[config.mk]
export PLATFORM = sky130hd
export DESIGN_NAME = tiered_rational_fee
export DESIGN_NICKNAME = d
export VERILOG_FILES = /design/src/trf_pkg.sv /design/src/tiered_rational_fee.sv /design/src/trf_alu.sv
export SDC_FILE = /design/constraint.sdc
export NUM_CORES = 2
export LEC_CHECK = 0
export BUFFER_PORTS_ARGS = -buffer_cell sky130_fd_sc_hd__buf_2
export CORE_MARGIN = 5
export CORE_UTILIZATION = 55
export DETAILED_ROUTE_END_ITERATION = 7
export PLACE_DENSITY = 0.75
export SLEW_MARGIN = 0
export SYNTH_ARGS = -nofsm -noshare
export SYNTH_HDL_FRONTEND = slang
export SYNTH_SLANG_ARGS = --single-unit
[constraint.sdc]
create_clock -name i_clk -period 12.3 [get_ports i_clk]
set_clock_uncertainty 0.15 [all_clocks]
set_input_delay 2.46 -clock i_clk [delete_from_list [all_inputs] [get_ports i_clk]]
set_output_delay 2.46 -clock i_clk [all_outputs]
set_load 0.01 [all_outputs]
[src/trf_pkg.sv]
// shared types and constants for the tiered rational fee block
package trf_pkg;

    localparam int BYTES_W = 24;
    localparam int WORD_W  = 64;
    localparam int IDX_W   = 3;

    localparam logic [1:0] ST_OK       = 2'd0;
    localparam logic [1:0] ST_INVALID  = 2'd1;
    localparam logic [1:0] ST_OVERFLOW = 2'd2;

    localparam logic [IDX_W-1:0] CFG_PRICE_NUM  = 3'd0;
    localparam logic [IDX_W-1:0] CFG_PRICE_DEN  = 3'd1;
    localparam logic [IDX_W-1:0] CFG_STRIDE     = 3'd2;
    localparam logic [IDX_W-1:0] CFG_GROWTH_NUM = 3'd3;
    localparam logic [IDX_W-1:0] CFG_GROWTH_DEN = 3'd4;

    typedef enum logic {
        ALU_MUL,
        ALU_DIV
    } t_alu_op;

    typedef struct packed {
        logic    start;
        t_alu_op op;
    } t_alu_req;

    typedef struct packed {
        logic done;
        logic ovf;
    } t_alu_rsp;

    typedef enum logic [4:0] {
        S_IDLE,
        S_GCD_CHK,
        S_GCD_DIV,
        S_RED_NUM,
        S_RED_DEN,
        S_EX_INIT,
        S_EX_MULP,
        S_EX_DIVP,
        S_EX_ACC,
        S_EX_GNUM,
        S_EX_GDEN,
        S_EX_GREM,
        S_EX_END,
        S_HALVE,
        S_RND_INIT,
        S_RND_MUL,
        S_RND_GMUL,
        S_RND_GDIV,
        S_FIN,
        S_OUT
    } t_state;

endpackage

[src/tiered_rational_fee.sv]
// tiered rational fee: sequencer, registers and stream ports around the shared alu
// usage:
//   config channel (i_cfg_*), always ready, writes the five price registers by
//   index; the user must write only while idle, the block does not enforce it.
//   index 0 price numerator, 1 price denominator, 2 tier stride, 3 growth
//   numerator, 4 growth denominator. slave stream carries one byte count per
//   beat; the block takes a beat only when idle, then computes with o_s_tready low.
//   master stream returns one beat per item: fee in tdata, status in tuser.
// every multiply or divide runs on one shared bit-serial unit:
//   gcd reduction costs up to about 93 divides plus two more; each tier of the
//   exact pass costs five ops, the rounded pass three ops per tier.
//   overflow adds one exact pass per halving step plus a rounded pass.
//   a zero byte count or zero denominator goes straight to the output state.
// reset sets the config registers to their defaults and drops all valids.
// a stalled master holds the result beat; the block stays busy until it is taken
// or it moves into the output register.
module tiered_rational_fee
    import trf_pkg::*;
#(
    parameter int SIZE_BITS = 24
)(
    input  logic               i_clk,
    input  logic               i_rst_n,
    input  logic               i_cfg_valid,
    output logic               o_cfg_ready,
    input  logic [IDX_W-1:0]   i_cfg_index,
    input  logic [WORD_W-1:0]  i_cfg_data,
    input  logic               i_s_tvalid,
    output logic               o_s_tready,
    input  logic [BYTES_W-1:0] i_s_tdata,   // [23:0] total_bytes
    output logic               o_m_tvalid,
    input  logic               i_m_tready,
    output logic [WORD_W-1:0]  o_m_tdata,   // [63:0] fee_amount
    output logic [1:0]         o_m_tuser    // [1:0] status_code
);

    localparam int UsedBits = (SIZE_BITS < BYTES_W) ? SIZE_BITS : BYTES_W;

    // configuration
    logic [WORD_W-1:0] r_pnum, r_pden;
    logic [31:0]       r_stride;
    logic [15:0]       r_gnum, r_gden;

    t_state            r_state, n_state;
    logic              r_issued, n_issued;
    logic [BYTES_W-1:0] r_bytes, n_bytes;
    logic [BYTES_W-1:0] r_left, n_left;
    logic [WORD_W-1:0] r_ga, n_ga, r_gb, n_gb;
    logic [WORD_W-1:0] r_num, n_num, r_den, n_den;
    logic [WORD_W-1:0] r_en, n_en, r_ed, n_ed;
    logic [WORD_W-1:0] r_whole, n_whole, r_rem, n_rem;
    logic [WORD_W-1:0] r_price, n_price, r_trem, n_trem;
    logic [WORD_W-1:0] r_hnum, n_hnum, r_hden, n_hden;
    logic [WORD_W-1:0] r_hfee, n_hfee, r_rprice, n_rprice, r_total, n_total;
    logic [WORD_W-1:0] r_fee, n_fee;
    logic [1:0]        r_status, n_status;
    logic              r_hok, n_hok, r_rok, n_rok, r_mode, n_mode, r_exok, n_exok;
    logic              r_ovalid, n_ovalid;
    logic [WORD_W-1:0] r_ofee, n_ofee;
    logic [1:0]        r_ostat, n_ostat;

    t_alu_req          alu_req;
    t_alu_rsp          alu_rsp;
    logic [WORD_W-1:0] alu_a, alu_b, alu_q, alu_r;
    logic              op_state;

    logic [31:0]        eff_stride;
    logic [15:0]        eff_gden;
    logic [BYTES_W-1:0] sz, left_nx;
    logic [BYTES_W-1:0] in_bytes;
    logic               s_acc;
    logic [WORD_W:0]    whole_q, whole_1, total_q;
    logic [WORD_W-1:0]  lim, ceil_q, hnum_h;
    logic               rem_ge, out_free;

    assign eff_stride = (r_stride == 32'd0) ? 32'd1 : r_stride;
    assign eff_gden   = (r_gden == 16'd0) ? 16'd1 : r_gden;
    assign sz         = ({8'd0, r_left} < eff_stride) ? r_left : eff_stride[BYTES_W-1:0];
    assign left_nx    = r_left - sz;
    assign in_bytes   = BYTES_W'(i_s_tdata[UsedBits-1:0]);
    assign s_acc      = i_s_tvalid && o_s_tready;
    assign whole_q    = {1'b0, r_whole} + {1'b0, alu_q};
    assign whole_1    = {1'b0, r_whole} + 65'd1;
    assign total_q    = {1'b0, r_total} + {1'b0, alu_q};
    assign lim        = r_ed - r_trem;
    assign rem_ge     = r_rem >= lim;
    assign ceil_q     = alu_q + ((alu_r != '0) ? 64'd1 : 64'd0);
    assign hnum_h     = (r_hnum >> 1) + {63'd0, r_hnum[0]};
    assign out_free   = !r_ovalid || i_m_tready;

    assign o_cfg_ready = 1'b1;
    assign o_s_tready  = (r_state == S_IDLE);
    assign o_m_tvalid  = r_ovalid;
    assign o_m_tdata   = r_ofee;
    assign o_m_tuser   = r_ostat;

    always_ff @(posedge i_clk) begin
        if (!i_rst_n) begin
            r_pnum   <= '0;
            r_pden   <= 64'd1;
            r_stride <= 32'd25600;
            r_gnum   <= 16'd6;
            r_gden   <= 16'd5;
        end else if (i_cfg_valid && o_cfg_ready) begin
            case (i_cfg_index)
                CFG_PRICE_NUM:  r_pnum   <= i_cfg_data;
                CFG_PRICE_DEN:  r_pden   <= i_cfg_data;
                CFG_STRIDE:     r_stride <= i_cfg_data[31:0];
                CFG_GROWTH_NUM: r_gnum   <= i_cfg_data[15:0];
                CFG_GROWTH_DEN: r_gden   <= i_cfg_data[15:0];
                default: ;
            endcase
        end
    end

    trf_alu u_alu (
        .i_clk   (i_clk),
        .i_rst_n (i_rst_n),
        .i_req   (alu_req),
        .i_a     (alu_a),
        .i_b     (alu_b),
        .o_rsp   (alu_rsp),
        .o_q     (alu_q),
        .o_r     (alu_r)
    );

    // next state
    always_comb begin
        n_state = r_state;
        case (r_state)
            S_IDLE: begin
                if (s_acc) begin
                    if (in_bytes == '0 || r_pden == '0) n_state = S_OUT;
                    else n_state = S_GCD_CHK;
                end
            end
            S_GCD_CHK:  n_state = (r_gb == '0) ? S_RED_NUM : S_GCD_DIV;
            S_GCD_DIV:  if (alu_rsp.done) n_state = S_GCD_CHK;
            S_RED_NUM:  if (alu_rsp.done) n_state = S_RED_DEN;
            S_RED_DEN:  if (alu_rsp.done) n_state = S_EX_INIT;
            S_EX_INIT:  n_state = S_EX_MULP;
            S_EX_MULP:  if (alu_rsp.done) n_state = alu_rsp.ovf ? S_EX_END : S_EX_DIVP;
            S_EX_DIVP:  if (alu_rsp.done) n_state = whole_q[WORD_W] ? S_EX_END : S_EX_ACC;
            S_EX_ACC: begin
                if (rem_ge && whole_1[WORD_W]) n_state = S_EX_END;
                else if (left_nx != '0) n_state = S_EX_GNUM;
                else n_state = S_EX_END;
            end
            S_EX_GNUM:  if (alu_rsp.done) n_state = alu_rsp.ovf ? S_EX_END : S_EX_GDEN;
            S_EX_GDEN:  if (alu_rsp.done) n_state = alu_rsp.ovf ? S_EX_END : S_EX_GREM;
            S_EX_GREM:  if (alu_rsp.done) n_state = S_EX_MULP;
            S_EX_END: begin
                if (r_exok) n_state = r_mode ? S_RND_INIT : S_OUT;
                else n_state = S_HALVE;
            end
            S_HALVE:    n_state = (r_hden > 64'd1) ? S_EX_INIT : S_RND_INIT;
            S_RND_INIT: if (alu_rsp.done) n_state = S_RND_MUL;
            S_RND_MUL: begin
                if (alu_rsp.done) begin
                    if (alu_rsp.ovf || total_q[WORD_W] || left_nx == '0) n_state = S_FIN;
                    else n_state = S_RND_GMUL;
                end
            end
            S_RND_GMUL: if (alu_rsp.done) n_state = alu_rsp.ovf ? S_FIN : S_RND_GDIV;
            S_RND_GDIV: if (alu_rsp.done) n_state = S_RND_MUL;
            S_FIN:      n_state = S_OUT;
            S_OUT:      if (out_free) n_state = S_IDLE;
            default:    n_state = S_IDLE;
        endcase
    end

    // alu requests
    always_comb begin
        op_state = 1'b1;
        alu_req.op = ALU_DIV;
        alu_a = r_ga;
        alu_b = r_gb;
        case (r_state)
            S_GCD_DIV: ;
            S_RED_NUM:  begin alu_a = r_pnum; alu_b = r_ga; end
            S_RED_DEN:  begin alu_a = r_pden; alu_b = r_ga; end
            S_EX_MULP:  begin alu_req.op = ALU_MUL; alu_a = 64'(sz); alu_b = r_en; end
            S_EX_DIVP:  begin alu_a = r_price; alu_b = r_ed; end
            S_EX_GNUM:  begin alu_req.op = ALU_MUL; alu_a = r_en; alu_b = 64'(r_gnum); end
            S_EX_GDEN:  begin alu_req.op = ALU_MUL; alu_a = r_ed; alu_b = 64'(eff_gden); end
            S_EX_GREM:  begin alu_req.op = ALU_MUL; alu_a = r_rem; alu_b = 64'(eff_gden); end
            S_RND_INIT: begin alu_a = r_num; alu_b = r_den; end
            S_RND_MUL:  begin alu_req.op = ALU_MUL; alu_a = 64'(sz); alu_b = r_rprice; end
            S_RND_GMUL: begin alu_req.op = ALU_MUL; alu_a = r_rprice; alu_b = 64'(r_gnum); end
            S_RND_GDIV: begin alu_a = r_rprice; alu_b = 64'(eff_gden); end
            default:    op_state = 1'b0;
        endcase
        alu_req.start = op_state && !r_issued && !alu_rsp.done;
    end

    // datapath
    always_comb begin
        n_issued = r_issued;
        n_bytes = r_bytes;   n_left = r_left;
        n_ga = r_ga;         n_gb = r_gb;
        n_num = r_num;       n_den = r_den;
        n_en = r_en;         n_ed = r_ed;
        n_whole = r_whole;   n_rem = r_rem;
        n_price = r_price;   n_trem = r_trem;
        n_hnum = r_hnum;     n_hden = r_hden;
        n_hfee = r_hfee;     n_rprice = r_rprice;
        n_total = r_total;   n_fee = r_fee;
        n_status = r_status; n_hok = r_hok;
        n_rok = r_rok;       n_mode = r_mode;
        n_exok = r_exok;
        n_ovalid = r_ovalid; n_ofee = r_ofee; n_ostat = r_ostat;

        if (alu_req.start) n_issued = 1'b1;
        if (alu_rsp.done)  n_issued = 1'b0;
        if (r_ovalid && i_m_tready) n_ovalid = 1'b0;

        case (r_state)
            S_IDLE: begin
                if (s_acc) begin
                    n_bytes  = in_bytes;
                    n_fee    = '0;
                    n_status = (in_bytes != '0 && r_pden == '0) ? ST_INVALID : ST_OK;
                    n_ga     = r_pnum;
                    n_gb     = r_pden;
                    n_hok    = 1'b0;
                    n_rok    = 1'b0;
                    n_mode   = 1'b0;
                end
            end
            S_GCD_DIV: if (alu_rsp.done) begin n_ga = r_gb; n_gb = alu_r; end
            S_RED_NUM: if (alu_rsp.done) begin n_num = alu_q; n_en = alu_q; end
            S_RED_DEN: if (alu_rsp.done) begin n_den = alu_q; n_ed = alu_q; end
            S_EX_INIT: begin
                n_whole = '0;
                n_rem   = '0;
                n_left  = r_bytes;
                n_exok  = 1'b0;
            end
            S_EX_MULP: if (alu_rsp.done) n_price = alu_q;
            S_EX_DIVP: if (alu_rsp.done) begin
                n_whole = whole_q[WORD_W-1:0];
                n_trem  = alu_r;
            end
            S_EX_ACC: begin
                if (rem_ge) begin
                    n_rem   = r_rem - lim;
                    n_whole = whole_1[WORD_W-1:0];
                end else begin
                    n_rem = r_rem + r_trem;
                end
                n_left = left_nx;
                n_exok = !(rem_ge && whole_1[WORD_W]) && (left_nx == '0);
            end
            S_EX_GNUM: if (alu_rsp.done) n_en = alu_q;
            S_EX_GDEN: if (alu_rsp.done) n_ed = alu_q;
            S_EX_GREM: if (alu_rsp.done) n_rem = alu_q;
            S_EX_END: begin
                if (r_exok) begin
                    if (r_mode) begin
                        n_hok  = 1'b1;
                        n_hfee = r_whole;
                    end else begin
                        n_fee = r_whole;
                    end
                end else if (!r_mode) begin
                    n_hnum = r_num;
                    n_hden = r_den;
                end
            end
            S_HALVE: begin
                if (r_hden > 64'd1) begin
                    n_hnum = hnum_h;
                    n_hden = r_hden >> 1;
                    n_en   = hnum_h;
                    n_ed   = r_hden >> 1;
                    n_mode = 1'b1;
                end
            end
            S_RND_INIT: if (alu_rsp.done) begin
                n_rprice = ceil_q;
                n_total  = '0;
                n_left   = r_bytes;
            end
            S_RND_MUL: if (alu_rsp.done) begin
                n_total = total_q[WORD_W-1:0];
                n_left  = left_nx;
                n_rok   = !alu_rsp.ovf && !total_q[WORD_W] && (left_nx == '0);
            end
            S_RND_GMUL: if (alu_rsp.done) n_rprice = alu_q;
            S_RND_GDIV: if (alu_rsp.done) n_rprice = ceil_q;
            S_FIN: begin
                if (r_hok && r_rok) n_fee = (r_hfee < r_total) ? r_hfee : r_total;
                else if (r_hok) n_fee = r_hfee;
                else if (r_rok) n_fee = r_total;
                else begin
                    n_fee    = '0;
                    n_status = ST_OVERFLOW;
                end
            end
            S_OUT: begin
                if (out_free) begin
                    n_ovalid = 1'b1;
                    n_ofee   = r_fee;
                    n_ostat  = r_status;
                end
            end
            default: ;
        endcase
    end

    always_ff @(posedge i_clk) begin
        if (!i_rst_n) begin
            r_state  <= S_IDLE;
            r_issued <= 1'b0;
            r_ovalid <= 1'b0;
        end else begin
            r_state  <= n_state;
            r_issued <= n_issued;
            r_ovalid <= n_ovalid;
        end
        r_bytes <= n_bytes;   r_left <= n_left;
        r_ga <= n_ga;         r_gb <= n_gb;
        r_num <= n_num;       r_den <= n_den;
        r_en <= n_en;         r_ed <= n_ed;
        r_whole <= n_whole;   r_rem <= n_rem;
        r_price <= n_price;   r_trem <= n_trem;
        r_hnum <= n_hnum;     r_hden <= n_hden;
        r_hfee <= n_hfee;     r_rprice <= n_rprice;
        r_total <= n_total;   r_fee <= n_fee;
        r_status <= n_status; r_hok <= n_hok;
        r_rok <= n_rok;       r_mode <= n_mode;
        r_exok <= n_exok;
        r_ofee <= n_ofee;     r_ostat <= n_ostat;
    end

`ifndef SYNTH
    a_status_code: assert property (@(posedge i_clk) disable iff (!i_rst_n)
        o_m_tvalid |-> (o_m_tuser == ST_OK || o_m_tuser == ST_INVALID ||
                        o_m_tuser == ST_OVERFLOW))
        else $error("bad status code");
    a_fee_zero: assert property (@(posedge i_clk) disable iff (!i_rst_n)
        (o_m_tvalid && o_m_tuser != ST_OK) |-> (o_m_tdata == '0))
        else $error("nonzero fee with error status");
    a_issue_state: assert property (@(posedge i_clk) disable iff (!i_rst_n)
        r_issued |-> op_state)
        else $error("alu op pending outside an op state");
    a_no_accept_busy: assert property (@(posedge i_clk) disable iff (!i_rst_n)
        s_acc |=> !o_s_tready)
        else $error("accepted while busy");
`endif

endmodule

[src/trf_alu.sv]
// shared bit-serial 64-bit multiplier with overflow flag and restoring divider
module trf_alu
    import trf_pkg::*;
(
    input  logic              i_clk,
    input  logic              i_rst_n,
    input  t_alu_req          i_req,
    input  logic [WORD_W-1:0] i_a,
    input  logic [WORD_W-1:0] i_b,
    output t_alu_rsp          o_rsp,
    output logic [WORD_W-1:0] o_q,
    output logic [WORD_W-1:0] o_r
);

    logic              r_busy, n_busy;
    logic              r_done, n_done;
    logic [5:0]        r_cnt, n_cnt;
    t_alu_op           r_op, n_op;
    logic [WORD_W-1:0] r_a, n_a;
    logic [WORD_W-1:0] r_b, n_b;
    logic [WORD_W-1:0] r_acc, n_acc;
    logic [WORD_W-1:0] r_rem, n_rem;
    logic              r_ovf, n_ovf;

    logic [WORD_W:0]   mul_sum;
    logic [WORD_W:0]   rem_sh;
    logic              rem_ge;

    // multiplier walks the b operand msb first
    assign mul_sum = {1'b0, r_acc[WORD_W-2:0], 1'b0} + {1'b0, (r_b[WORD_W-1] ? r_a : '0)};
    assign rem_sh  = {r_rem, r_a[WORD_W-1]};
    assign rem_ge  = rem_sh >= {1'b0, r_b};

    always_comb begin
        n_busy = r_busy;
        n_done = 1'b0;
        n_cnt  = r_cnt;
        n_op   = r_op;
        n_a    = r_a;
        n_b    = r_b;
        n_acc  = r_acc;
        n_rem  = r_rem;
        n_ovf  = r_ovf;
        if (!r_busy) begin
            if (i_req.start) begin
                n_busy = 1'b1;
                n_cnt  = '0;
                n_op   = i_req.op;
                n_a    = i_a;
                n_b    = i_b;
                n_acc  = '0;
                n_rem  = '0;
                n_ovf  = 1'b0;
            end
        end else begin
            if (r_op == ALU_MUL) begin
                n_acc = mul_sum[WORD_W-1:0];
                n_ovf = r_ovf | r_acc[WORD_W-1] | mul_sum[WORD_W];
                n_b   = {r_b[WORD_W-2:0], 1'b0};
            end else begin
                if (rem_ge) begin
                    n_rem = WORD_W'(rem_sh - {1'b0, r_b});
                end else begin
                    n_rem = rem_sh[WORD_W-1:0];
                end
                n_a = {r_a[WORD_W-2:0], rem_ge};
            end
            n_cnt = r_cnt + 6'd1;
            if (r_cnt == 6'd63) begin
                n_busy = 1'b0;
                n_done = 1'b1;
            end
        end
    end

    always_ff @(posedge i_clk) begin
        if (!i_rst_n) begin
            r_busy <= 1'b0;
            r_done <= 1'b0;
        end else begin
            r_busy <= n_busy;
            r_done <= n_done;
        end
        r_cnt <= n_cnt;
        r_op  <= n_op;
        r_a   <= n_a;
        r_b   <= n_b;
        r_acc <= n_acc;
        r_rem <= n_rem;
        r_ovf <= n_ovf;
    end

    assign o_rsp.done = r_done;
    assign o_rsp.ovf  = (r_op == ALU_MUL) ? r_ovf : 1'b0;
    assign o_q        = (r_op == ALU_MUL) ? r_acc : r_a;
    assign o_r        = r_rem;

endmodule
==> impl_metrics.yaml <==
outcome:
  status: "finished with violations"
  violations: "design-rule violations, max-capacitance violations, max-slew violations"
grt:
  grt_usage_pct: 40.2
  gr-total-overflow: 0
  grt_pass1_vias: 79843
  grt_pass1_wl_um: 549000
  antenna_found_initial: 25
  grt_max_degree: 155
synthesis:
  synth_area_per_cell_um2: 9.92
  ys_seq_area_share_pct: 47.1
  synth-xor-area-share_pct: 5.06
  synth_fa_ha_area_share_pct: 7.29
  synth_mux_area_share_pct: 3.35
  yosys.area_share.simple_pct: 14.5
  synth-edff-count: 1407
  yosys_warnings: 0
  synth.distinct_cells: 100
  synth_common_cells: "edfxtp_1 (1,407), nand2_1 (1,077), nor2_1 (838), a21oi_1 (827), ha_1 (556)"
  synth_top_family_by_area: "compound AO/OA/AOI/OAI gates"
  post-synth-top-count-cell: "edfxtp_1"
  synth_compound_area_share_pct: 19.4
  synthArstFlopShare_pct: 0
  synth_area_leaders: "edfxtp_1 (43%), ha_1 (7.1%), a21oi_1 (4.2%)"
  ys_ff_latch: 1608
  ys.flop_type: "edfxtp_1"
  netlist_area_mm2: 0.0982
  synth_nets: 10564
  synth_top_area_share_pct: 43.0
  post-synth-top-area-cell: "edfxtp_1"
  synth_cells: 9904
worst_setup_path:
  criticalPathCategory: "register to register"
  end_kind: "register"
  cp_max_fo: 38
  cp-start-kind: "register"
  critPathTopFamily: "compound AO/OA/AOI/OAI gates"
  crit_path_max_incr_delay_ns: 1.11
  cpMaxStageDelayCell: "a2111oi_1"
  crit_buf_inv: 4
  required_ns: 12.63
  arrival_ns: 10.83
  crit_top_cell: "a21oi_1"
die:
  fp.dieArea_mm2: 0.187
  initial_utilization_pct: 55.2
  core-area_mm2: 0.178
  ios: 165
  die_y_um: 433
  dieWidth_um: 433
  rows: 155
power:
  peakVddDrop_uv: 135
  finalPower_mw: 14.0
  p_leak_nw: 41.4
  powerDensity_mw_per_mm2: 130
place:
  dpl.hpwl_um: 286000
  port-buffer-count: 163
  gp_congestion: 1.03
  dp_cells: 12095
cts:
  cts.sinks: 1608
  ctsHtreeMaxLevel: 4
  tritoncts: "built"
  post_cts_buffers: 0
  numCtsBuffers: 178
  cts_root_buf: "clkbuf_16"
  clk_path_buf_depth: 3
  holdBufCountCts: 0
  clock_latency_ns: 0.87
  clk_pin_slew_ns: 0.06
  cts.repair.resized: 0
drt:
  postRouteAntennaNets: 0
  vias: 84867
  drt-total-wl_um: 388000
  wl_per_cell_um: 31.2
  drc_errors: 2
  dr.pass1.iters: 8
  viasPerCell: 6.82
  dr.first_iter.drc_count: 10590
finish:
  syn_to_final_growth_pct: 9.59
  nFillCells: 15033
  nets: 10580
  drive_gt1_share_pct: 8.25
  fin_cells: 12446
sta:
  final-hold-violation-count: 0
  final_max_slew_viol_count: 2
  timing.fmax_mhz: 95.2
  tightest_slew_ns: 1.59
  tns_ns: 0
  period_minus_slack_ns: 10.50
  rsz0062_at_grt: "false"
  min_period_over_period_pct: 85.4
  setup_violations: 0
  slew_headroom_pct: -6.81
flow_run:
  maxCapViolCount: 2
worst_hold_path:
  min_path_type: "register to register"
-- cell type report --
type | count | area (µm²) | area share (%)
multi-input cells | 7428 | 49000 | 45.5
flip-flops and latches | 1608 | 46300 | 43.0
clock buffers | 230 | 4850 | 4.50
well taps | 2355 | 2950 | 2.74
repair buffers | 299 | 1860 | 1.73
inverters | 405 | 1530 | 1.42
clock inverters | 103 | 1160 | 1.08
diodes | 18 | 45.0 | 0.0418
-- placed cells by master, fill, tap and decap left out, types with 85 or more instances in the layout --
cell type     n
edfxtp_1   1407
nand2_1    1074
a21oi_1     825
nor2_1      824
ha_1        556
o21ai_0     496
inv_1       402
a21o_1      337
xnor2_1     306
xor2_1      261
a21boi_0    203
dfxtp_1     199
nand3_1     193
clkbuf_16   183
mux2i_1     170
buf_2       162
nor3_1      160
a22oi_1     159
nand4_1     149
mux2_2      140
buf_4       135
and2_1      119
nand2b_1    110
nor4_1      109
a221oi_1    103
o22ai_1      94
and3_1       92
nor2b_1      91
a22o_1       85
-- power by group --
part / leakage [nW] / internal [mW] / switching, mW
clock network: 2.91 / 3.19 / 2.43
logic: 23.4 / 0.599 / 1.25
registers: 15.1 / 6.24 / 0.253
-- cell families (layout without fill, tap and decap cells) --
| logic type | Yosys count | in the layout |
|---|---|---|
| other | 1 | 19 |
| and+or+nand+nor | 3081 | 3081 |
| buffers and inverters | 868 | 1037 |
| xor gates and xnor gates | 567 | 567 |
| adders and majority gates | 568 | 568 |
| AOI/OAI and AO/OA | 2900 | 2900 |
| DFF | 1608 | 1608 |
| muxes | 311 | 311 |
-- metal layers --
metal  vias up  part of all wire (%)  GRT usage (%)
li1      36875                     -              -
met1     40705                    35           46.6
met2      5573                    44           61.9
met3      1694                   9.9           9.32
met4        20                    12           36.8
met5         -                 0.034              0
-- worst paths after layout --
| path | start | to | slack (ns) | depth (start not counted) |
|---|---|---|---|---|
| worst max-delay path | r_ed[0] | r_whole[15] | 1.80 | 30 |
| worst min-delay path | r_fee[12] | o_m_tdata[12] | 0.26 | 0 |
| worst max register to register | r_ed[0] | r_whole[15] | 1.80 | 30 |
| worst min register to register | r_fee[12] | o_m_tdata[12] | 0.26 | 0 |
-- metrics by stage --
step,hold slack (ns),utilization [%],instance area [µm²],setup WS (ns)
after floorplan,0.250,-,98200,1.03
after global placement,0.253,57.1,102000,2.33
after detailed placement,0.255,57.1,102000,2.18
after CTS,0.257,60.4,108000,2.17
after global routing,0.270,60.4,108000,1.67
final,0.259,60.5,108000,1.80
Note: power is estimated with default switching activity, not from simulation.
